--- config.mk ---
export PLATFORM = sky130hd
export DESIGN_NAME = bitmap_range_engine_top
export DESIGN_NICKNAME = d
export VERILOG_FILES = /design/src/rtl/core/bre_pkg.sv /design/src/rtl/core/bre_ram.sv /design/src/rtl/core/bitmap_range_engine_top.sv
export VERILOG_INCLUDE_DIRS = /design/src /design/src/rtl/core
export SDC_FILE = /design/constraint.sdc
export NUM_CORES = 2
export LEC_CHECK = 0
export ABC_AREA = 1
export BUFFER_PORTS_ARGS = -buffer_cell sky130_fd_sc_hd__buf_2
export CAP_MARGIN = 20
export CORE_ASPECT_RATIO = 1.5
export CORE_MARGIN = 5
export CORE_UTILIZATION = 65
export DETAILED_ROUTE_END_ITERATION = 8
export GPL_ROUTABILITY_DRIVEN = 1
export HOLD_SLACK_MARGIN = 0.1
export PLACE_DENSITY_LB_ADDON = 0.08
export SYNTH_ARGS = -nofsm -noshare
export SYNTH_HDL_FRONTEND = slang
export SYNTH_SLANG_ARGS = --single-unit
--- constraint.sdc ---
create_clock -name i_clk -period 27 [get_ports i_clk]
set_input_delay 1.35 -clock i_clk [delete_from_list [all_inputs] [get_ports i_clk]]
set_output_delay 1.35 -clock i_clk [all_outputs]
set_load 0.03 [all_outputs]
--- src/rtl/core/bitmap_range_engine_top_defines.svh ---
// ----------------------------------------------------------------------------
// bitmap_range_engine_top_defines.svh
// Assertion macros used by the bitmap range engine RTL.
// ----------------------------------------------------------------------------
`ifndef BITMAP_RANGE_ENGINE_TOP_DEFINES_SVH
`define BITMAP_RANGE_ENGINE_TOP_DEFINES_SVH

// Same-cycle implication, disabled while reset is asserted.
`define BRE_ASSERT_IMP(label, clk, rst_n, ante, cons, msg) \
    label: assert property (@(posedge clk) disable iff (!rst_n) (ante) |-> (cons)) \
        else $error(msg);

// Next-cycle implication, disabled while reset is asserted.
`define BRE_ASSERT_NEXT(label, clk, rst_n, ante, cons, msg) \
    label: assert property (@(posedge clk) disable iff (!rst_n) (ante) |=> (cons)) \
        else $error(msg);

`endif

--- src/rtl/core/bre_pkg.sv ---
// ----------------------------------------------------------------------------
// bre_pkg
// Types and constants for the bitmap range engine.
// ----------------------------------------------------------------------------
package bre_pkg;

    // Default geometry of the bitmap.
    localparam int BITMAP_BITS_DEF = 4096;
    localparam int WORD_BITS_DEF   = 32;

    // Fixed field widths of the request word.
    localparam int OFFSET_W = 12;
    localparam int COUNT_W  = 13;

    // Operation codes.
    typedef enum logic [1:0] {
        OP_TEST  = 2'd0,
        OP_SET   = 2'd1,
        OP_CLEAR = 2'd2,
        OP_FLIP  = 2'd3
    } t_op;

    // Request word.
    typedef struct packed {
        t_op                 op;
        logic [OFFSET_W-1:0] bit_offset;
        logic [COUNT_W-1:0]  bit_count;
    } t_in_word;

    // Result word.
    typedef struct packed {
        logic any_set;
        logic range_error;
    } t_out_word;

    // Sequencer states.
    typedef enum logic [1:0] {
        ST_CLEAR,
        ST_IDLE,
        ST_WALK,
        ST_DONE
    } t_state;

endpackage

--- src/rtl/core/bre_ram.sv ---
// ----------------------------------------------------------------------------
// bre_ram
// Generic simple dual-port RAM: one write port, one read port with
// registered read data.
// ----------------------------------------------------------------------------
module bre_ram #(
    parameter int WIDTH = 32,
    parameter int DEPTH = 128,
    localparam int AW   = (DEPTH > 1) ? $clog2(DEPTH) : 1
) (
    input  logic             i_clk,
    input  logic             i_wr_en,
    input  logic [AW-1:0]    i_wr_addr,
    input  logic [WIDTH-1:0] i_wr_data,
    input  logic             i_rd_en,
    input  logic [AW-1:0]    i_rd_addr,
    output logic [WIDTH-1:0] o_rd_data
);

    logic [WIDTH-1:0] r_mem [DEPTH];
    logic [WIDTH-1:0] r_rd_data;

    // Write port and registered read port.
    always_ff @(posedge i_clk) begin
        if (i_wr_en) begin
            r_mem[i_wr_addr] <= i_wr_data;
        end
        if (i_rd_en) begin
            r_rd_data <= r_mem[i_rd_addr];
        end
    end

    assign o_rd_data = r_rd_data;

endmodule

--- src/rtl/core/bitmap_range_engine_top.sv ---
// Sequence: a range request walks its words from first to last in ST_WALK; ST_DONE
// then loads the result register once the output slot is free. A zero count or an
// out-of-range request goes straight to ST_DONE. Throughput: one word read-modify-write
// per cycle through the bitmap RAM while walking; no new request is taken until
// the last result is loaded. Reset: synchronous active low; afterwards a clearing
// pass writes zero to every word, one per cycle, before requests are taken.
// ----------------------------------------------------------------------------
// bitmap_range_engine_top
// Bitmap store with range test, set, clear and flip operations, walked one
// RAM word at a time with edge masks on partial first and last words.
// ----------------------------------------------------------------------------
`include "bitmap_range_engine_top_defines.svh"

module bitmap_range_engine_top
    import bre_pkg::*;
#(
    // WORD_BITS must be a power of two.
    parameter int BITMAP_BITS = BITMAP_BITS_DEF,
    parameter int WORD_BITS   = WORD_BITS_DEF
) (
    input  logic      i_clk,
    input  logic      i_rst_n,
    input  logic      i_in_valid,
    output logic      o_in_ready,
    input  t_in_word  i_in_word,
    output logic      o_out_valid,
    input  logic      i_out_ready,
    output t_out_word o_out_word
);

    localparam int WORD_COUNT = (BITMAP_BITS + WORD_BITS - 1) / WORD_BITS;
    localparam int IDX_W      = (WORD_COUNT > 1) ? $clog2(WORD_COUNT) : 1;
    localparam int OFS_W      = $clog2(WORD_BITS);
    localparam int HI_W       = ($clog2(BITMAP_BITS + 1) > COUNT_W + 1)
                                ? $clog2(BITMAP_BITS + 1) : COUNT_W + 1;
    localparam logic [IDX_W-1:0] LAST_IDX = IDX_W'(WORD_COUNT - 1);

    t_state                 r_state, n_state;
    logic [IDX_W-1:0]       r_clr_addr;
    logic [IDX_W-1:0]       r_rd_addr;
    logic [IDX_W-1:0]       r_wr_addr;
    logic [IDX_W-1:0]       r_first;
    logic [IDX_W-1:0]       r_last;
    logic [OFS_W-1:0]       r_lo_ofs;
    logic [OFS_W-1:0]       r_hi_ofs;
    t_op                    r_op;
    logic                   r_rd_more;
    logic                   r_pend;
    logic                   r_found;
    logic                   r_res_err;
    logic                   r_out_valid;
    t_out_word              r_out_word;

    logic                   in_fire;
    logic                   slot_free;
    logic [HI_W-1:0]        hi_ext;
    logic [HI_W-1:0]        hi_m1;
    logic                   req_err;
    logic                   req_empty;
    logic [IDX_W-1:0]       req_first;
    logic [IDX_W-1:0]       req_last;

    logic [OFS_W-1:0]       s_ofs;
    logic [OFS_W-1:0]       e_ofs;
    logic [WORD_BITS-1:0]   word_mask;
    logic [WORD_BITS-1:0]   rd_data;
    logic [WORD_BITS-1:0]   mod_data;
    logic                   hit;

    logic                   ram_wr_en;
    logic [IDX_W-1:0]       ram_wr_addr;
    logic [WORD_BITS-1:0]   ram_wr_data;
    logic                   ram_rd_en;
    logic [IDX_W-1:0]       ram_rd_addr;

    // Handshake qualifiers.
    assign in_fire   = i_in_valid && o_in_ready;
    assign slot_free = !r_out_valid || i_out_ready;

    // Request decode: range end, error check and first and last word.
    always_comb begin
        hi_ext    = HI_W'(i_in_word.bit_offset) + HI_W'(i_in_word.bit_count);
        hi_m1     = hi_ext - HI_W'(1);
        req_err   = hi_ext > HI_W'(BITMAP_BITS);
        req_empty = (i_in_word.bit_count == '0);
        req_first = IDX_W'(i_in_word.bit_offset >> OFS_W);
        req_last  = IDX_W'(hi_m1 >> OFS_W);
    end

    // Edge masks for the word whose read data has arrived, and its update.
    always_comb begin
        s_ofs     = (r_wr_addr == r_first) ? r_lo_ofs : '0;
        e_ofs     = (r_wr_addr == r_last) ? r_hi_ofs : '1;
        word_mask = ({WORD_BITS{1'b1}} << s_ofs) & ({WORD_BITS{1'b1}} >> (~e_ofs));
        hit       = (r_op == OP_TEST) && ((rd_data & word_mask) != '0);
        case (r_op)
            OP_SET:   mod_data = rd_data | word_mask;
            OP_CLEAR: mod_data = rd_data & ~word_mask;
            OP_FLIP:  mod_data = rd_data ^ word_mask;
            default:  mod_data = rd_data;
        endcase
    end

    // Next-state logic.
    always_comb begin
        n_state = r_state;
        case (r_state)
            ST_CLEAR: begin
                if (r_clr_addr == LAST_IDX) begin
                    n_state = ST_IDLE;
                end
            end
            ST_IDLE: begin
                if (in_fire) begin
                    n_state = (req_err || req_empty) ? ST_DONE : ST_WALK;
                end
            end
            ST_WALK: begin
                if (r_pend && !r_rd_more) begin
                    n_state = ST_DONE;
                end
            end
            ST_DONE: begin
                if (slot_free) begin
                    n_state = ST_IDLE;
                end
            end
            default: n_state = ST_IDLE;
        endcase
    end

    // State-dependent outputs: input ready and RAM port controls.
    always_comb begin
        o_in_ready  = 1'b0;
        ram_wr_en   = 1'b0;
        ram_wr_addr = r_wr_addr;
        ram_wr_data = mod_data;
        ram_rd_en   = 1'b0;
        ram_rd_addr = r_rd_addr;
        case (r_state)
            ST_CLEAR: begin
                ram_wr_en   = 1'b1;
                ram_wr_addr = r_clr_addr;
                ram_wr_data = '0;
            end
            ST_IDLE: begin
                o_in_ready = 1'b1;
            end
            ST_WALK: begin
                ram_rd_en = r_rd_more;
                ram_wr_en = r_pend && (r_op != OP_TEST);
            end
            default: begin
                o_in_ready = 1'b0;
            end
        endcase
    end

    // Control registers.
    always_ff @(posedge i_clk) begin
        if (!i_rst_n) begin
            r_state     <= ST_CLEAR;
            r_clr_addr  <= '0;
            r_rd_more   <= 1'b0;
            r_pend      <= 1'b0;
            r_out_valid <= 1'b0;
        end else begin
            r_state <= n_state;
            if (r_state == ST_CLEAR) begin
                r_clr_addr <= r_clr_addr + IDX_W'(1);
            end
            if (in_fire) begin
                r_rd_more <= !(req_err || req_empty);
                r_pend    <= 1'b0;
            end else if (r_state == ST_WALK) begin
                r_rd_more <= r_rd_more && (r_rd_addr != r_last);
                r_pend    <= r_rd_more;
            end
            if (r_state == ST_DONE && slot_free) begin
                r_out_valid <= 1'b1;
            end else if (i_out_ready) begin
                r_out_valid <= 1'b0;
            end
        end
    end

    // Request and walk payload registers.
    always_ff @(posedge i_clk) begin
        if (in_fire) begin
            r_op      <= i_in_word.op;
            r_first   <= req_first;
            r_last    <= req_last;
            r_lo_ofs  <= i_in_word.bit_offset[OFS_W-1:0];
            r_hi_ofs  <= hi_m1[OFS_W-1:0];
            r_rd_addr <= req_first;
            r_found   <= 1'b0;
            r_res_err <= req_err;
        end else if (r_state == ST_WALK) begin
            if (r_rd_more) begin
                r_rd_addr <= r_rd_addr + IDX_W'(1);
                r_wr_addr <= r_rd_addr;
            end
            if (r_pend && hit) begin
                r_found <= 1'b1;
            end
        end
        if (r_state == ST_DONE && slot_free) begin
            r_out_word.any_set     <= r_found;
            r_out_word.range_error <= r_res_err;
        end
    end

    // Bitmap word store.
    bre_ram #(
        .WIDTH (WORD_BITS),
        .DEPTH (WORD_COUNT)
    ) u_bre_ram (
        .i_clk     (i_clk),
        .i_wr_en   (ram_wr_en),
        .i_wr_addr (ram_wr_addr),
        .i_wr_data (ram_wr_data),
        .i_rd_en   (ram_rd_en),
        .i_rd_addr (ram_rd_addr),
        .o_rd_data (rd_data)
    );

    assign o_out_valid = r_out_valid;
    assign o_out_word  = r_out_word;

    // Checks on the read-modify-write pipeline and the result word.
    `BRE_ASSERT_IMP(a_no_rw_collision, i_clk, i_rst_n, ram_wr_en && ram_rd_en, ram_wr_addr != ram_rd_addr, "bitmap read and write hit the same word")
    `BRE_ASSERT_IMP(a_wr_in_range, i_clk, i_rst_n, r_state == ST_WALK && r_pend, r_wr_addr >= r_first && r_wr_addr <= r_last, "bitmap write outside the requested range")
    `BRE_ASSERT_IMP(a_err_not_set, i_clk, i_rst_n, o_out_valid, !(o_out_word.any_set && o_out_word.range_error), "range error reported together with a set bit")
    `BRE_ASSERT_NEXT(a_done_loads, i_clk, i_rst_n, r_state == ST_DONE && slot_free, o_out_valid && r_state == ST_IDLE, "finished request did not reach the output register")

endmodule
==> key figures <==
Final layout
  • Commonest cells after routing, fill and taps aside: edfxtp_1, nor2_1, o21ai_0, nand2_1, o22ai_1
  • Final instance area: 0.1839 mm^2
  • # nets final: 12780
  • Most common cell after layout, fill and taps aside: edfxtp_1
  • Post-Layout Cell Count: 16400
  • Area Growth Syn to Fin: 9.671%
  • Utilization after layout: 0.7157
  • Share of layout cells above drive strength 1: 0.08447

Die
  • Die ar.: 0.2685 mm^2
  • Core Box Area: 0.2570 mm^2
  • Initial Util: 0.6526
  • Die height: 632.1 um
  • # IOs: 35
  • Die Width: 424.8 um
  • # rows: 228

Timing
  • Final min period: 6.625 ns
  • Slew HR: 0.01377
  • Tightest Pin Transition: 1.479 ns
  • Final setup fails: 0
  • Peak Freq: 150.9 MHz
  • Part of the cycle the worst path needs: 0.2454
  • Clk_skew: 0.06673 ns
  • Max Slew Vio Count: 0
  • Final Hold Fails: 0
  • Post-route setup TNS: 0 ns
  • RSZ-0062 raised after global routing: false

Clocking
  • Sink Count: 4184
  • Clk Latency, worst-skew pair: 0.95 ns
  • Number of hold buffers added after cts: 0
  • CTS tree: built
  • CTS H-tree lvls: 5
  • Num CTS Buffers: 372
  • Post-CTS Resized: 0
  • Clock Path Buffers: 4
  • Setup bufs post-CTS: 0
  • CTS clk-pin slew, worst paths: 0.07 ns
  • Root buf cell: clkbuf_16

Synthesis
  • Synth Net Count: 12940
  • Number of synthesized register bits: 4184
  • Warnings from Yosys: 0
  • Syn avg cell area: 13.11 um^2
  • Top-area cell type share of the netlist area: 0.7467
  • Post-synthesis cell type count: 44
  • Mapped cell area: 0.1677 mm^2
  • Mapped Cells: 12790
  • Area contributors post-synth: edfxtp_1, o21ai_0, nor2_1, o22ai_1, nand2_1
  • Number of synthesized flops with an enable pin: 4171
  • Sequential share of the synthesized area: 0.7483
  • Leading area contributor after synthesis: edfxtp_1
  • Post-synth top flop: edfxtp_1
  • Async SR Flop Fraction: 0

GRT
  • Met2 Resource Use GR: 0.6126
  • Initial antenna violation count: 27
  • Number of global-route vias before repair: 109000
  • Pin count of the biggest net entering global routing: 245
  • Grt total ovfl: 0
  • GRT met1 Usage: 0.4824
  • First-pass GRT wire length: 756000 um
  • Tot GR Track Use: 0.3924
  • Met3 Use GR: 0.07178
  • Busiest grt layer: met2

Pwr
  • Sequential share of power: 0.490
  • Internal power: 0.01136 W
  • Maximum vdd drop: 0.06499 mV
  • Power per cell area: 88.04 mW/mm^2
  • Clock power share: 0.326
  • LEAKAGE: 59.90 nW
  • Net Sw Frac: 0.2984
  • Gate power share: 0.184
  • Switch Pwr: 0.004833 W

Placement
  • Placed insts: 15710
  • Post-DP HPWL: 290000 um
  • RePlAce Congestion: 0.9525
  • Placed inst area: 0.1720 mm^2
  • Port bufs: 34

Run
  • MaxCap Viol Count: 0

Hold path
  • Hold path cells: 0
  • Terminating pin of the worst hold path: o_out_word[0]$_DFFE_PP_
  • Worst hold path type: flip-flop to flip-flop
  • Hold_sp: r_res_err$_DFFE_PP_

Critical path
  • Critical path arrival: 7.40 ns
  • Worst r2r src: r_rd_addr[0]$_DFFE_PP_
  • Worst Path Max Fanout: 244
  • FF-to-FF End: u_bre_ram.o_rd_data[26]$_DFFE_PP_
  • Crit path required time: 27.77 ns
  • Cells on worst reg2reg path: 13
  • Crit path kind: flip-flop to flip-flop
  • Crit end category: flip-flop
  • R2R setup slack: 20.37 ns
  • Type of origin of the critical path: flip-flop

Route
  • Total Wirelength: 535200 um
  • Iter 0 DRT Violations: 17330
  • Post-route ant nets: 0
  • DR WL/cell: 32.63 um
  • Vias/cell: 6.951
  • Via count: 114000
  • # DRC: 0
  • DRT Pass-1 Iters: 7

Run status
  • Result of the run: finished clean
==> cell families after synthesis <==
| kind of cell | after synthesis | share of synthesized area |
|---|---|---|
| compound gates | 3483 | 0.1184 |
| xor+xnor | 30 | 0.001567 |
| simple gates | 3902 | 0.09254 |
| flops | 4184 | 0.7483 |
| fa+ha+maj | 116 | 0.008698 |
| buf+inv | 1079 | 0.03055 |
==> worst max path at each step <==
stage	slack, ns	end	startpoint	cells after the start
after floorplan	18.46	u_bre_ram.r_mem[0][30]$_DFFE_PP_	r_wr_addr[2]$_DFFE_PP_	13
after global routing	20.49	u_bre_ram.o_rd_data[26]$_DFFE_PP_	r_rd_addr[0]$_DFFE_PP_	13
after global placement	20.87	u_bre_ram.o_rd_data[9]$_DFFE_PP_	r_rd_addr[0]$_DFFE_PP_	13
after detailed placement	20.93	u_bre_ram.o_rd_data[26]$_DFFE_PP_	r_rd_addr[0]$_DFFE_PP_	13
final	20.37	u_bre_ram.o_rd_data[26]$_DFFE_PP_	r_rd_addr[0]$_DFFE_PP_	13
after CTS	20.87	u_bre_ram.o_rd_data[26]$_DFFE_PP_	r_rd_addr[0]$_DFFE_PP_	13
==> worst max-delay path: stages (launching register included) <==
cell and delay (ns):
edfxtp_1 0.39, buf_4 0.33, inv_16 0.50, buf_4 0.70
buf_4 0.91, buf_12 0.51, o21ai_0 0.31, o211ai_1 0.16
nand3_1 0.12, nand3_1 0.35, nand3_1 0.46, nand3_1 0.42
nand2_1 0.11, inv_1 0.07
==> synth_stat cells, types with 5 or more instances <==
library cell / count
inv_1: 166
dfxtp_1: 13
nor4_1: 12
clkbuf_1: 409
nor3_1: 19
o211a_1: 5
nor2_1: 2560
nand3b_1: 5
buf_4: 98
o221ai_1: 260
o21ai_1: 196
edfxtp_1: 4171
nand3_1: 512
ha_1: 115
buf_6: 39
a31oi_1: 59
buf_1: 31
or2_2: 5
o21ai_0: 1967
clkinv_1: 5
buf_2: 328
xor2_1: 26
o211ai_1: 204
a21oi_1: 148
nand4_1: 46
o22ai_1: 632
nand2_1: 734
==> power by group through the flow <==
stage | clock network, W | registers [W] | logic [W]
2_1_floorplan | 0 | 0.00817 | 0.00152
3_3_place_gp | 0 | 0.00806 | 0.00280
3_5_place_dp | 0 | 0.00807 | 0.00289
4_1_cts | 0.00529 | 0.00793 | 0.00290
5_1_grt | 0.00557 | 0.00795 | 0.00310
6_report | 0.00527 | 0.00794 | 0.00298
==> area by class of cell <==
class	count	area (um^2)
Antenna cell	26	65.06
Inverter	174	701.9
Clock inverter	223	2146
Timing Repair Buffer	373	2882
Sequential cell	4184	125500
Multi-Input combinational cell	7531	38590
Tap cell	3450	4317
Clock buffer	442	9742
Fill cell	16800	73080
==> registers in the layout, summed over array words and instances (netlist names) <==
| name | count |
|---|---|
| r_wr_addr | 7 |
| r_state | 2 |
| r_lo_ofs | 5 |
| u_bre_ram.r_mem | 4096 |
| r_last | 7 |
| r_clr_addr | 7 |
| u_bre_ram.o_rd_data | 32 |
| r_hi_ofs | 5 |
| r_op | 2 |
| r_found | 1 |
| r_rd_more | 1 |
| r_res_err | 1 |
| o_out_word | 2 |
| r_rd_addr | 7 |
| r_pend | 1 |
| r_first | 7 |
| o_out_valid | 1 |
==> per-stage QoR <==
| stage | setup slack, ns | hold slack (ns) | power, W |
|---|---|---|---|
| 6_report | 20.37 | 0.4371 | 0.01619 |
| 5_1_grt | 20.49 | 0.4498 | 0.01661 |
| 4_1_cts | 20.87 | 0.4362 | 0.01611 |
| 3_5_place_dp | 20.93 | 0.4205 | 0.01096 |
| 3_3_place_gp | 20.87 | 0.4071 | 0.01086 |
| 2_1_floorplan | 18.46 | 0.4003 | 0.009693 |
==> routing by layer <==
layer,vias to the layer above,part of all wire
met5,-,0.00017
met2,8352,0.46
met1,56490,0.32
met3,1886,0.11
met4,14,0.10
li1,47280,-
No activity file was read; power rests on OpenSTA's default activity.
